**src/rtl/bpmc_pkg.sv**
```systemverilog
// Package: shared types and constants for the button press mode controller.
`timescale 1ns / 1ps

package bpmc_pkg;

  // Fixed field widths
  localparam int unsigned DEB_W   = 10;
  localparam int unsigned LONG_W  = 16;
  localparam int unsigned BLINK_W = 8;
  localparam int unsigned HELD_W  = 16;
  localparam int unsigned CFG_W   = 16;
  localparam int unsigned CFG_IDX_W = 2;

  // Reset values of the configuration registers
  localparam logic [DEB_W-1:0]   DEB_RESET   = 10'd50;
  localparam logic [LONG_W-1:0]  LONG_RESET  = 16'd500;
  localparam logic [BLINK_W-1:0] BLINK_RESET = 8'd100;

  // Configuration register indexes
  localparam logic [CFG_IDX_W-1:0] CFG_DEBOUNCE_TICKS = 2'd0;
  localparam logic [CFG_IDX_W-1:0] CFG_LONG_PRESS_MS  = 2'd1;
  localparam logic [CFG_IDX_W-1:0] CFG_BLINK_PERIOD   = 2'd2;

  // Operating mode
  typedef enum logic [1:0] {
    MODE_IDLE     = 2'd0,
    MODE_PLAY     = 2'd1,
    MODE_REC      = 2'd2,
    MODE_REC_STOP = 2'd3
  } mode_t;

  // Input beat: one millisecond tick
  typedef struct packed {
    logic button_level;
    logic record_started;
    logic record_stopped;
    logic playback_done;
  } in_t;

  // Result beat
  typedef struct packed {
    mode_t mode;
    logic  stop_recording;
    logic  indicator_lamp;
    logic  done_lamp;
  } out_t;

  // Debounce events for the current tick
  typedef struct packed {
    logic press;    // debounced press recognized
    logic release_; // debounced release recognized
    logic pressed;  // debounced level after this tick
  } btn_evt_t;

endpackage

```
**src/rtl/bpmc_debounce.sv**
```systemverilog
// Debouncer: saturating press and release counters and the debounced level.
`timescale 1ns / 1ps

module bpmc_debounce
  import bpmc_pkg::*;
#(
  parameter int unsigned COUNT_WIDTH = 16
) (
  input  logic             clk,
  input  logic             rst,
  input  logic             fire,
  input  logic             button_level,
  input  logic [DEB_W-1:0] debounce_ticks,
  output btn_evt_t         evt
);

  localparam int unsigned CMP_W = (COUNT_WIDTH > DEB_W) ? COUNT_WIDTH : DEB_W;

  logic [COUNT_WIDTH-1:0] press_count;
  logic [COUNT_WIDTH-1:0] release_count;
  logic                   pressed_flag;
  logic [COUNT_WIDTH-1:0] press_count_next;
  logic [COUNT_WIDTH-1:0] release_count_next;
  logic                   press_hit;
  logic                   release_hit;

  // Count the raw level, saturating, clear the opposite counter
  always_comb begin
    if (button_level) begin
      press_count_next   = (&press_count) ? press_count : press_count + 1'b1;
      release_count_next = '0;
    end else begin
      press_count_next   = '0;
      release_count_next = (&release_count) ? release_count : release_count + 1'b1;
    end
    press_hit   = CMP_W'(press_count_next) > CMP_W'(debounce_ticks);
    release_hit = CMP_W'(release_count_next) > CMP_W'(debounce_ticks);
    evt.press    = press_hit && !pressed_flag;
    evt.release_ = !evt.press && release_hit && pressed_flag;
    evt.pressed  = evt.press ? 1'b1 : (evt.release_ ? 1'b0 : pressed_flag);
  end

  // Advance counters once per accepted tick
  always_ff @(posedge clk) begin
    if (rst) begin
      press_count   <= '0;
      release_count <= '0;
      pressed_flag  <= 1'b0;
    end else if (fire) begin
      press_count   <= press_count_next;
      release_count <= release_count_next;
      pressed_flag  <= evt.pressed;
    end
  end

  // At most one counter runs at a time
  a_one_counter: assert property (@(posedge clk) disable iff (rst)
    !((press_count != '0) && (release_count != '0)))
    else $error("press and release counters both running");

  // A press is only recognized from the released level
  a_press_edge: assert property (@(posedge clk) disable iff (rst)
    fire && evt.press |=> pressed_flag && !$past(pressed_flag))
    else $error("press recognized while already pressed");

endmodule

```
**src/rtl/bpmc_mode.sv**
```systemverilog
// Mode controller: events, held time, mode transitions, blink and lamps.
`timescale 1ns / 1ps

module bpmc_mode
  import bpmc_pkg::*;
(
  input  logic               clk,
  input  logic               rst,
  input  logic               fire,
  input  in_t                tick,
  input  btn_evt_t           evt,
  input  logic [LONG_W-1:0]  long_press_ms,
  input  logic [BLINK_W-1:0] blink_period,
  output out_t               res
);

  logic [HELD_W-1:0]  held_ms;
  mode_t              mode_reg;
  logic               blinking;
  logic [BLINK_W-1:0] blink_count;
  logic               indicator_reg;
  logic               done_reg;

  logic [HELD_W-1:0]  held_ms_next;
  mode_t              mode_reg_next;
  logic               blinking_next;
  logic [BLINK_W-1:0] blink_count_next;
  logic               indicator_reg_next;
  logic               done_reg_next;
  logic               stop_pulse;

  // Apply events, then button logic, then blink and lamps
  always_comb begin
    mode_reg_next      = mode_reg;
    blinking_next      = blinking | tick.record_started;
    blink_count_next   = blink_count;
    indicator_reg_next = indicator_reg;
    done_reg_next      = done_reg;
    stop_pulse         = 1'b0;

    if (tick.record_stopped && (mode_reg == MODE_REC)) begin
      mode_reg_next = MODE_REC_STOP;
    end
    if (tick.playback_done) begin
      mode_reg_next = MODE_IDLE;
    end

    // saturate held time, restart on a press
    held_ms_next = (&held_ms) ? held_ms : held_ms + 1'b1;
    if (evt.press) begin
      held_ms_next = '0;
    end else if (evt.release_) begin
      if ((mode_reg_next == MODE_IDLE) && (held_ms_next < long_press_ms)) begin
        mode_reg_next = MODE_PLAY;
      end else if ((mode_reg_next == MODE_PLAY) || (mode_reg_next == MODE_REC_STOP)) begin
        mode_reg_next = MODE_IDLE;
      end else if (mode_reg_next == MODE_REC) begin
        stop_pulse    = 1'b1;
        mode_reg_next = MODE_IDLE;
        done_reg_next = 1'b1;
      end
    end

    // long hold in idle starts recording
    if ((mode_reg_next == MODE_IDLE) && evt.pressed && (held_ms_next > long_press_ms)) begin
      mode_reg_next = MODE_REC;
    end

    // blink timer
    if (blinking_next) begin
      blink_count_next = blink_count + 1'b1;
      if (blink_count_next > blink_period) begin
        blink_count_next   = '0;
        indicator_reg_next = ~indicator_reg;
      end
    end

    // mode lamps override the blink
    if (mode_reg_next == MODE_IDLE) begin
      indicator_reg_next = 1'b0;
      blinking_next      = 1'b0;
    end else if (mode_reg_next == MODE_PLAY) begin
      indicator_reg_next = 1'b1;
      blinking_next      = 1'b0;
    end

    res.mode           = mode_reg_next;
    res.stop_recording = stop_pulse;
    res.indicator_lamp = indicator_reg_next;
    res.done_lamp      = done_reg_next;
  end

  // Commit state once per accepted tick
  always_ff @(posedge clk) begin
    if (rst) begin
      held_ms       <= '0;
      mode_reg      <= MODE_IDLE;
      blinking      <= 1'b0;
      blink_count   <= '0;
      indicator_reg <= 1'b0;
      done_reg      <= 1'b0;
    end else if (fire) begin
      held_ms       <= held_ms_next;
      mode_reg      <= mode_reg_next;
      blinking      <= blinking_next;
      blink_count   <= blink_count_next;
      indicator_reg <= indicator_reg_next;
      done_reg      <= done_reg_next;
    end
  end

  // Stopping a recording lands in idle with the done lamp lit
  a_stop_idle: assert property (@(posedge clk) disable iff (rst)
    fire && res.stop_recording |-> (res.mode == MODE_IDLE) && res.done_lamp)
    else $error("stop pulse without idle and done lamp");

  // Done lamp is sticky
  a_done_sticky: assert property (@(posedge clk) disable iff (rst)
    done_reg |=> done_reg)
    else $error("done lamp dropped");

  // Idle keeps the indicator dark and blinking off; playing keeps it lit
  a_lamp_mode: assert property (@(posedge clk)
    ((mode_reg == MODE_IDLE) |-> (!indicator_reg && !blinking)) and
    ((mode_reg == MODE_PLAY) |-> (indicator_reg && !blinking)))
    else $error("indicator does not follow mode");

endmodule

```
**src/rtl/button_press_mode_controller_core.sv**
```systemverilog
// Top level: input register, debouncer, mode controller and result register.
//
//   channel   direction  handshake            payload
//   in        sink       in_valid / in_stall   in_data  (in_t)
//   out       source     out_valid / out_stall out_data (out_t)
//   cfg       sink       cfg_we                cfg_index, cfg_data
//
// One tick beat is accepted every cycle while in_stall is low; its result is written
// into the result register when the beat leaves the input register, and is held there until taken.
// All state updates for a tick happen in the cycle it moves from the
// input register into the result register.
// Reset clears control state and loads the register defaults (50, 500, 100).
// A stall on out backs up through the result register into in_stall in the
// same cycle once both registers are full.
`timescale 1ns / 1ps

module button_press_mode_controller_core
  import bpmc_pkg::*;
#(
  parameter int unsigned COUNT_WIDTH = 16
) (
  input  logic                 clk,
  input  logic                 rst,
  input  logic                 in_valid,
  output logic                 in_stall,
  input  in_t                  in_data,
  output logic                 out_valid,
  input  logic                 out_stall,
  output out_t                 out_data,
  input  logic                 cfg_we,
  input  logic [CFG_IDX_W-1:0] cfg_index,
  input  logic [CFG_W-1:0]     cfg_data
);

  logic [DEB_W-1:0]   debounce_ticks;
  logic [LONG_W-1:0]  long_press_ms;
  logic [BLINK_W-1:0] blink_period;

  logic     s1_valid;
  in_t      s1_data;
  logic     out_free;
  logic     fire;
  btn_evt_t evt;
  out_t     res;

  // Configuration registers
  always_ff @(posedge clk) begin
    if (rst) begin
      debounce_ticks <= DEB_RESET;
      long_press_ms  <= LONG_RESET;
      blink_period   <= BLINK_RESET;
    end else if (cfg_we) begin
      unique case (cfg_index)
        CFG_DEBOUNCE_TICKS: debounce_ticks <= cfg_data[DEB_W-1:0];
        CFG_LONG_PRESS_MS:  long_press_ms  <= cfg_data[LONG_W-1:0];
        CFG_BLINK_PERIOD:   blink_period   <= cfg_data[BLINK_W-1:0];
        default: ;
      endcase
    end
  end

  // Pipeline flow control
  assign out_free = !out_valid || !out_stall;
  assign fire     = s1_valid && out_free;
  assign in_stall = s1_valid && !out_free;

  // Input register
  always_ff @(posedge clk) begin
    if (rst) begin
      s1_valid <= 1'b0;
    end else if (!in_stall) begin
      s1_valid <= in_valid;
    end
  end

  always_ff @(posedge clk) begin
    if (in_valid && !in_stall) begin
      s1_data <= in_data;
    end
  end

  bpmc_debounce #(
    .COUNT_WIDTH (COUNT_WIDTH)
  ) u_debounce (
    .clk            (clk),
    .rst            (rst),
    .fire           (fire),
    .button_level   (s1_data.button_level),
    .debounce_ticks (debounce_ticks),
    .evt            (evt)
  );

  bpmc_mode u_mode (
    .clk           (clk),
    .rst           (rst),
    .fire          (fire),
    .tick          (s1_data),
    .evt           (evt),
    .long_press_ms (long_press_ms),
    .blink_period  (blink_period),
    .res           (res)
  );

  // Result register
  always_ff @(posedge clk) begin
    if (rst) begin
      out_valid <= 1'b0;
    end else if (out_free) begin
      out_valid <= s1_valid;
    end
  end

  always_ff @(posedge clk) begin
    if (fire) begin
      out_data <= res;
    end
  end

  // Input side only stalls when the input register holds a beat
  a_stall_full: assert property (@(posedge clk) disable iff (rst)
    in_stall |-> s1_valid)
    else $error("input stalled with empty input register");

endmodule

```
**config.mk**
```make
export PLATFORM = sky130hd
export DESIGN_NAME = button_press_mode_controller_core
export DESIGN_NICKNAME = d
export VERILOG_FILES = /design/src/rtl/bpmc_pkg.sv /design/src/rtl/bpmc_debounce.sv /design/src/rtl/bpmc_mode.sv /design/src/rtl/button_press_mode_controller_core.sv
export SDC_FILE = /design/constraint.sdc
export NUM_CORES = 1
export LEC_CHECK = 0
export ABC_CLOCK_PERIOD_IN_PS = 5540
export BUFFER_PORTS_ARGS = -buffer_cell sky130_fd_sc_hd__buf_2
export CORE_UTILIZATION = 50
export CTS_CLUSTER_SIZE = 30
export DETAILED_ROUTE_END_ITERATION = 6
export GPL_TIMING_DRIVEN = 0
export PLACE_DENSITY = 0.75
export SYNTH_ARGS = -nofsm -noshare
export SYNTH_HDL_FRONTEND = slang
export SYNTH_SLANG_ARGS = --single-unit
export TNS_END_PERCENT = 5
```
**constraint.sdc**
```tcl
create_clock -name clk -period 5.54 [get_ports clk]
set_input_delay 1.108 -clock clk [delete_from_list [all_inputs] [get_ports clk]]
set_output_delay 1.108 -clock clk [all_outputs]
set_load 0.02 [all_outputs]
```
# Yosys cells after proc, flatten, opt, wreduce, memory -nomap -nowiden
# Cells that the tools add are included.
op_classes:
  n_mux: 29
  addsub: 4
  order_cmp: 5
  n_eq_ne: 7
  bitwise_logic: 3
  n_reduce_logical: 30
ops:
  columns: ["operator", "n"]
  rows:
  - ["16-bit 2-to-1 mux", 6]
  - ["16-bit by 1-bit adder with 16-bit output (second input constant)", 3]
  - ["16-bit AND reduction", 3]
  - ["16-bit by 10-bit greater-than comparator with 1-bit output", 2]
  - ["16-bit greater-than comparator", 1]
  - ["16-bit < comparator", 1]
  - ["2-bit 2-to-1 mux", 8]
  - ["1-bit 2-to-1 mux", 14]
  - ["1-bit logical AND", 10]
  - ["8-bit by 1-bit adder with 8-bit output (second input constant)", 1]
  - ["2-bit == test (second input constant)", 4]
  - ["8-bit greater-than comparator", 1]
  - ["2-bit logical NOT", 4]
  - ["8-bit 2-to-1 mux", 1]
  - ["2-bit AND reduction", 4]
  - ["2-bit by 1-bit == test with 1-bit output (second input constant)", 3]
  - ["1-bit logical NOT", 6]
  - ["4-bit OR reduction", 1]
  - ["1-bit logical OR", 2]
  - ["1-bit inverter", 2]
  - ["1-bit OR", 1]
word_totals:
  out_inout_bits: 7
  reg_bits: 107
  inputBits: 27

# Logic depth before layout (Yosys ltp)
logic_depth:
  ltp_word: 17
  ltp_mapped: 26

# Modules after synthesis
# From an unflattened synthesis, not the netlist that was laid out.
hier_totals:
  hier_cells: 887
  area_unflattened_um2: 7273.2
modules_own_cells:
  columns: ["module", "seq_area_each_um2", "instances", "area_each_um2", "cells_per_inst"]
  rows:
  - ["bpmc_mode", 580.6, 1, 2857.7, 379]
  - ["bpmc_debounce", 660.6, 1, 2641.3, 351]
  - ["button_press_mode_controller_core", 991.0, 1, 1774.2, 157]

# Least setup slack after synthesis
# No wires, ideal clock.
synth_path:
  path_kind: "flip-flop to flip-flop"
  from: "reg u_debounce.press_count[4]"
  to: "reg out_data[1] (netlist bit) (data pin)"
  t_arrival_ns: 4.869
  required_time_ns: 5.286
  setup_slack_ns: 0.418
  path_stages_with_launch: 27
  path_cell_list: "dfxtp_1 and4_1 buf_4 and3_1 buf_2 a21oi_1 nand3_1 xor2_1 nor2_1 ha_1 a211o_1 a21oi_1 o21ai_0 o21ai_0 a31oi_1 buf_4 buf_2 nor2_1 ha_1 a21oi_1 nor3_1 or4_1 a2111oi_0 a41o_1 a21oi_2 a22o_1 a21o_1"
synth_rtl:
  columns: ["element", "line", "rtl"]
  rows:
  - ["start: declaration", "bpmc_debounce.sv:19", "logic [COUNT_WIDTH-1:0] press_count;"]
  - ["start signal: assignment", "bpmc_debounce.sv:50", "press_count <= press_count_next;"]
  - ["end signal: assignment", "button_press_mode_controller_core.sv:115", "out_data <= res;"]
  - ["end: declaration", "button_press_mode_controller_core.sv:29", "output out_t out_data,"]

# Worst setup path after layout
layout_path:
  from: "reg u_debounce.press_count[5]"
  to: "reg u_mode.indicator_reg"
layout_between:
  elab_cells_between_ends: 23
  cone_classes: "add/sub: 1; order compare: 2; eq/ne: 1; mux: 10; reduce/logical: 9"
layout_rtl:
  columns: ["element", "line", "rtl"]
  rows:
  - ["16-bit by 1-bit adder with 16-bit output / 16-bit AND reduction (equally long branches)", "bpmc_debounce.sv:30", "press_count_next = (&press_count) ? press_count : press_count + 1'b1;"]
  - ["16-bit 2-to-1 mux *", "bpmc_debounce.sv:30", null]
  - ["16-bit 2-to-1 mux *", "bpmc_debounce.sv:29", "if (button_level) begin"]
  - ["named net u_debounce.press_count_next[7]", "bpmc_debounce.sv:22", "logic [COUNT_WIDTH-1:0] press_count_next;"]
  - ["16-bit by 10-bit greater-than comparator with 1-bit output *", "bpmc_debounce.sv:36", "press_hit = CMP_W'(press_count_next) > CMP_W'(debounce_ticks);"]
  - ["1-bit logical AND *", "bpmc_debounce.sv:38", "evt.press = press_hit && !pressed_flag;"]
  - ["16-bit 2-to-1 mux *", "bpmc_mode.sv:50", "if (evt.press) begin"]
  - ["named net u_mode.held_ms_next[11]", "bpmc_mode.sv:24", "logic [HELD_W-1:0] held_ms_next;"]
  - ["16-bit greater-than comparator *", "bpmc_mode.sv:65", "if ((mode_reg_next == MODE_IDLE) && evt.pressed && (held_ms_next > long_press_ms)) begin"]
  - ["1-bit logical AND *", "bpmc_mode.sv:65", null]
  - ["2-bit 2-to-1 mux *", "bpmc_mode.sv:65", null]
  - ["2-bit by 1-bit == test with 1-bit output", "bpmc_mode.sv:82", "end else if (mode_reg_next == MODE_PLAY) begin"]
  - ["1-bit 2-to-1 mux", "bpmc_mode.sv:82", null]
  - ["1-bit 2-to-1 mux *", "bpmc_mode.sv:79", "if (mode_reg_next == MODE_IDLE) begin"]
  - ["end signal: assignment", "bpmc_mode.sv:107", "indicator_reg <= indicator_reg_next;"]
  - ["end: declaration", "bpmc_mode.sv:21", "logic indicator_reg;"]
# Mark *: on every way through the listed nets, which the timed path passes. The rest lies on a longest branch.
# A chain may end at the register's enable or synchronous reset.

==> out/qor.tcl <==
set qor(grt_pass1_vias) 5721
set qor(netlist_area_pre_place_um2) 6860
set qor(io_pins) 34
set qor(synthArstFlopShare_pct) 0
set qor(power.internal_mw) 1.20
set qor(clock_tree.root_cell) {sky130_fd_sc_hd__clkbuf_16}
set qor(setup_viol) 0
set qor(finalWeightedCongestion) 0.856
set qor(std_cell_rows) 42
set qor(grt_start_max_net_pins) 21
set qor(synth-compound-area-share_pct) 18.4
set qor(route.final.wire_length_mm) 17.4
set qor(cts-hold-fix-buffers) 0
set qor(place.port_buffers) 33
set qor(timing_worst_setup_path_type) {register to register}
set qor(rrSetupSlack_ns) 0.26
set qor(leakagePower_nw) 3.28
set qor(routed_wire_length_per_instance_um) 15.7
set qor(period_needed_ns) 5.28
set qor(syn_area_per_cell_um2) 7.80
set qor(synth_cell_type_count) 62
set qor(postSynthNetCount) 969
set qor(final_min_period_over_clock_period_pct) 95.3
set qor(grt_overflow_total) 0
set qor(cts_sinks) 107
set qor(postRouteAntennaNets) 0
set qor(die_y_um) 119
set qor(crit_path_start_kind) {register}
set qor(drv_slew) 0
set qor(synthXorXnorAreaFrac_pct) 4.34
set qor(register_bit_count_reported_by_yosys) 107
set qor(antenna_found_initial) 0
set qor(fin_nets) 1020
set qor(drt_pass1_iterations) 5
set qor(combPwrFrac_pct) 8.5
set qor(route.detailed.drc) 0
set qor(htree_num_levels) 3
set qor(run_status) {finished, final reports clean}
set qor(slew_headroom_pct) 43.8
set qor(min_path_type) {register to register}
set qor(critical_path.startpoint) {u_debounce.press_count[5]$_SDFFE_PP0P_}
set qor(core-area_um2) 13300
set qor(cp-end-kind) {register}
set qor(power.share.switching_pct) 26.8
set qor(total_vias_in_the_final_route) 6395
set qor(final_layout_size_suffix_gt1_share_pct) 12.0
set qor(vias_per_cell) 5.76
set qor(r2r.worst_path.cells) 27
set qor(seq_area_frac_synth_pct) 32.5
set qor(crit-reg2reg-capture) {u_mode.indicator_reg$_SDFFE_PP0P_}
set qor(initial_utilization_pct) 51.6
set qor(synth_simple_gate_area_share_pct) 26.0
set qor(post_synth_inst_count) 879
set qor(grt_use_total_pct) 25.2
set qor(tritoncts) {yes}
set qor(clkLatencyLatePin_ns) 0.37
set qor(worst_margin_slew_ns) 0.842
set qor(post_route_total_power_mw) 1.64
set qor(worst-endpoint-arrival_ns) 5.53
set qor(ctsLongestPathBuffers) 2
set qor(antenna-diode-count) 0
set qor(final_skew_ns) 0.0103
set qor(clk_pin_slew_worst_paths_ns) 0.08
set qor(detail_route.iter0.violations) 577
set qor(largest_family_of_logic_cells_by_synthesized_area) {simple AND/OR/NAND/NOR gates}
set qor(worst_hold_path.num_cells) 2
set qor(clock_power_share_pct) 42.4
set qor(dpl.hpwl_mm) 13.0
set qor(design.die.area_um2) 14200
set qor(critical_path_required_ns) 5.79
set qor(die_width_um) 119
set qor(number_of_enable_flip_flop_cells_after_synthesis) 9
set qor(endpoint) {u_mode.indicator_reg$_SDFFE_PP0P_}
set qor(muxShareOfSynthArea_pct) 1.60
set qor(adder_cell_fraction_of_synth_area_pct) 11.5
set qor(seq_power_share_pct) 49.1
set qor(synth-main-ff-cell) {sky130_fd_sc_hd__dfxtp_1}
set qor(max_cap_violations) 0
set qor(tritoncts_buffer_count) 9
set qor(timing.fmax_mhz) 189
set qor(total_switching_power_uw) 440
set qor(power_density_nw_per_um2) 213
set qor(finalHoldWorstSlack_ns) 0.457
set qor(peakVddDrop_mv) 0.161
set qor(rsz0062_at_grt) {no}
set qor(finalHoldViolCount) 0
set qor(grt_pass1_wl_mm) 28.4
set qor(yosysWarningCount) 0
set qor(worst_r2r_startpoint) {u_debounce.press_count[5]$_SDFFE_PP0P_}
set qor(max_fanout_on_critical_path) 10
set qor(syn2layout_area_growth_pct) 12.4
## synth_stat cells, types with 4 or more instances
cell type / n / area [µm²]
sky130_fd_sc_hd__a211oi_1: 6 / 45.0
sky130_fd_sc_hd__a21o_1: 6 / 45.0
sky130_fd_sc_hd__a21oi_1: 87 / 435
sky130_fd_sc_hd__a31oi_1: 8 / 50.1
sky130_fd_sc_hd__a41oi_1: 4 / 35.0
sky130_fd_sc_hd__and3_1: 12 / 75.1
sky130_fd_sc_hd__and4_1: 5 / 43.8
sky130_fd_sc_hd__buf_1: 5 / 18.8
sky130_fd_sc_hd__clkbuf_1: 29 / 109
sky130_fd_sc_hd__dfxtp_1: 98 / 1960
sky130_fd_sc_hd__edfxtp_1: 9 / 270
sky130_fd_sc_hd__ha_1: 63 / 788
sky130_fd_sc_hd__inv_1: 59 / 221
sky130_fd_sc_hd__mux2i_1: 11 / 110
sky130_fd_sc_hd__nand2_1: 142 / 533
sky130_fd_sc_hd__nand3_1: 37 / 185
sky130_fd_sc_hd__nand3b_1: 6 / 45.0
sky130_fd_sc_hd__nand4_1: 16 / 100
sky130_fd_sc_hd__nor2_1: 83 / 312
sky130_fd_sc_hd__nor2b_1: 6 / 37.5
sky130_fd_sc_hd__nor3_1: 19 / 95.1
sky130_fd_sc_hd__nor3b_1: 7 / 52.6
sky130_fd_sc_hd__nor4_1: 4 / 25.0
sky130_fd_sc_hd__o211ai_1: 15 / 113
sky130_fd_sc_hd__o21ai_0: 39 / 195
sky130_fd_sc_hd__o21ai_2: 11 / 96.3
sky130_fd_sc_hd__or3_1: 4 / 25.0
sky130_fd_sc_hd__xnor2_1: 11 / 96.3
sky130_fd_sc_hd__xor2_1: 23 / 201
## routing by layer
| layer | vias to the layer above | part of all wire (%) | track usage, % |
|---|---|---|---|
| met5 | - | 0 | 0 |
| met4 | 0 | 2.3 | 8.07 |
| met3 | 33 | 6.4 | 5.65 |
| met2 | 190 | 46 | 40.6 |
| met1 | 2985 | 46 | 33.3 |
| li1 | 3187 | - | - |
## worst max-delay path: stages (launching register included)
cell and delay [ns]:
sky130_fd_sc_hd__dfxtp_2 0.35, sky130_fd_sc_hd__and4_1 0.19, sky130_fd_sc_hd__buf_4 0.16, sky130_fd_sc_hd__and3_1 0.17
sky130_fd_sc_hd__buf_2 0.17, sky130_fd_sc_hd__a21oi_4 0.18, sky130_fd_sc_hd__buf_4 0.15, sky130_fd_sc_hd__nand3_1 0.13
sky130_fd_sc_hd__xor2_2 0.20, sky130_fd_sc_hd__nor2_1 0.08, sky130_fd_sc_hd__ha_1 0.20, sky130_fd_sc_hd__a211o_1 0.26
sky130_fd_sc_hd__a21oi_1 0.11, sky130_fd_sc_hd__o21ai_1 0.09, sky130_fd_sc_hd__o21ai_2 0.28, sky130_fd_sc_hd__a31oi_4 0.13
sky130_fd_sc_hd__buf_6 0.16, sky130_fd_sc_hd__buf_6 0.13, sky130_fd_sc_hd__nor2_1 0.10, sky130_fd_sc_hd__ha_1 0.25
sky130_fd_sc_hd__nand2_1 0.15, sky130_fd_sc_hd__nor3_1 0.08, sky130_fd_sc_hd__or4_4 0.50, sky130_fd_sc_hd__a2111oi_4 0.21
sky130_fd_sc_hd__a41o_1 0.16, sky130_fd_sc_hd__a21oi_2 0.05, sky130_fd_sc_hd__a22o_1 0.20, sky130_fd_sc_hd__a311o_1 0.31
## cells in the final DEF, fill, tap and decap left out, types with 9 or more instances in the layout
| master | netlist | layout |
|---|---|---|
| sky130_fd_sc_hd__buf_2 | 3 | 36 |
| sky130_fd_sc_hd__nand3_1 | 37 | 37 |
| sky130_fd_sc_hd__nor2_1 | 83 | 82 |
| sky130_fd_sc_hd__clkbuf_16 | 0 | 9 |
| sky130_fd_sc_hd__mux2i_1 | 11 | 11 |
| sky130_fd_sc_hd__nor3_1 | 19 | 19 |
| sky130_fd_sc_hd__xnor2_1 | 11 | 11 |
| sky130_fd_sc_hd__nand4_1 | 16 | 16 |
| sky130_fd_sc_hd__nand2_1 | 142 | 141 |
| sky130_fd_sc_hd__clkbuf_1 | 29 | 29 |
| sky130_fd_sc_hd__o211ai_1 | 15 | 15 |
| sky130_fd_sc_hd__edfxtp_1 | 9 | 9 |
| sky130_fd_sc_hd__ha_1 | 63 | 62 |
| sky130_fd_sc_hd__a21oi_1 | 87 | 86 |
| sky130_fd_sc_hd__xor2_1 | 23 | 22 |
| sky130_fd_sc_hd__o21ai_0 | 39 | 37 |
| sky130_fd_sc_hd__inv_1 | 59 | 59 |
| sky130_fd_sc_hd__dfxtp_1 | 98 | 93 |
| sky130_fd_sc_hd__and3_1 | 12 | 12 |
| sky130_fd_sc_hd__o21ai_2 | 11 | 12 |
## logic make-up after synthesis
| family | after synthesis |
|---|---|
| AOI/OAI and AO/OA | 202 |
| and+or+nand+nor | 363 |
| buffers and inverters | 99 |
| adders and majority gates | 63 |
| xor gates and xnor gates | 34 |
| muxes | 11 |
| DFF | 107 |
## stage by stage
stage | setup WS [ns] | setup TNS (ns) | utilization (%) | std cells | instance area (µm²)
after CTS | 0.0153 | 0 | 57.0 | 1104 | 7580
after global routing | 0.00532 | 0 | 58.0 | 1111 | 7710
after floorplan | 0.418 | 0 | - | 879 | 6860
after detailed placement | -0.533 | -1.99 | 54.5 | 1088 | 7250
after global placement | -0.520 | -1.94 | 54.5 | 1088 | 7250
final | 0.262 | 0 | 58.0 | 1111 | 7710
## what timing repair did
item / in CTS / in global routing
gates cloned: 0 / 1
endpoints found under the hold margin: 0 / 0
resized for setup: 8 / 22
pin swaps: 0 / 6
endpoints found under the setup margin: 5 / 5
buffers inserted: 0 / 6
## layout make-up
cell class              instances  area, µm²
fillers                      1240       5580
multi-input cells             673       4330
flip-flops and latches        107       2240
clock buffers                   9        225
inverters                      59        221
well taps                     176        220
repair buffers                 40        215
plain buffers                  40        179
clock inverters                 7       87.6
## worst min path at each step
stage	to	start	slack, ns
floorplan	u_mode.done_reg$_SDFFE_PP0P_	u_mode.done_reg$_SDFFE_PP0P_	0.43
global placement	u_mode.done_reg$_SDFFE_PP0P_	u_mode.done_reg$_SDFFE_PP0P_	0.44
detailed placement	debounce_ticks[2]$_SDFFE_PP0P_	debounce_ticks[2]$_SDFFE_PP0P_	0.45
CTS	debounce_ticks[2]$_SDFFE_PP0P_	debounce_ticks[2]$_SDFFE_PP0P_	0.46
global route	debounce_ticks[6]$_SDFFE_PP0P_	debounce_ticks[6]$_SDFFE_PP0P_	0.48
finish	long_press_ms[10]$_SDFFE_PP0P_	long_press_ms[10]$_SDFFE_PP0P_	0.46
## power groups by stage
stage                     Sequential (mW)  Clock [mW]  Combinational, mW
after CTS                           0.806       0.707              0.138
after detailed placement            0.825           0              0.136
after global placement              0.824           0              0.135
after floorplan                     0.824           0             0.0854
final                               0.807       0.698              0.140
after global routing                0.809       0.736              0.155
No activity file was read; power rests on OpenSTA's default activity.
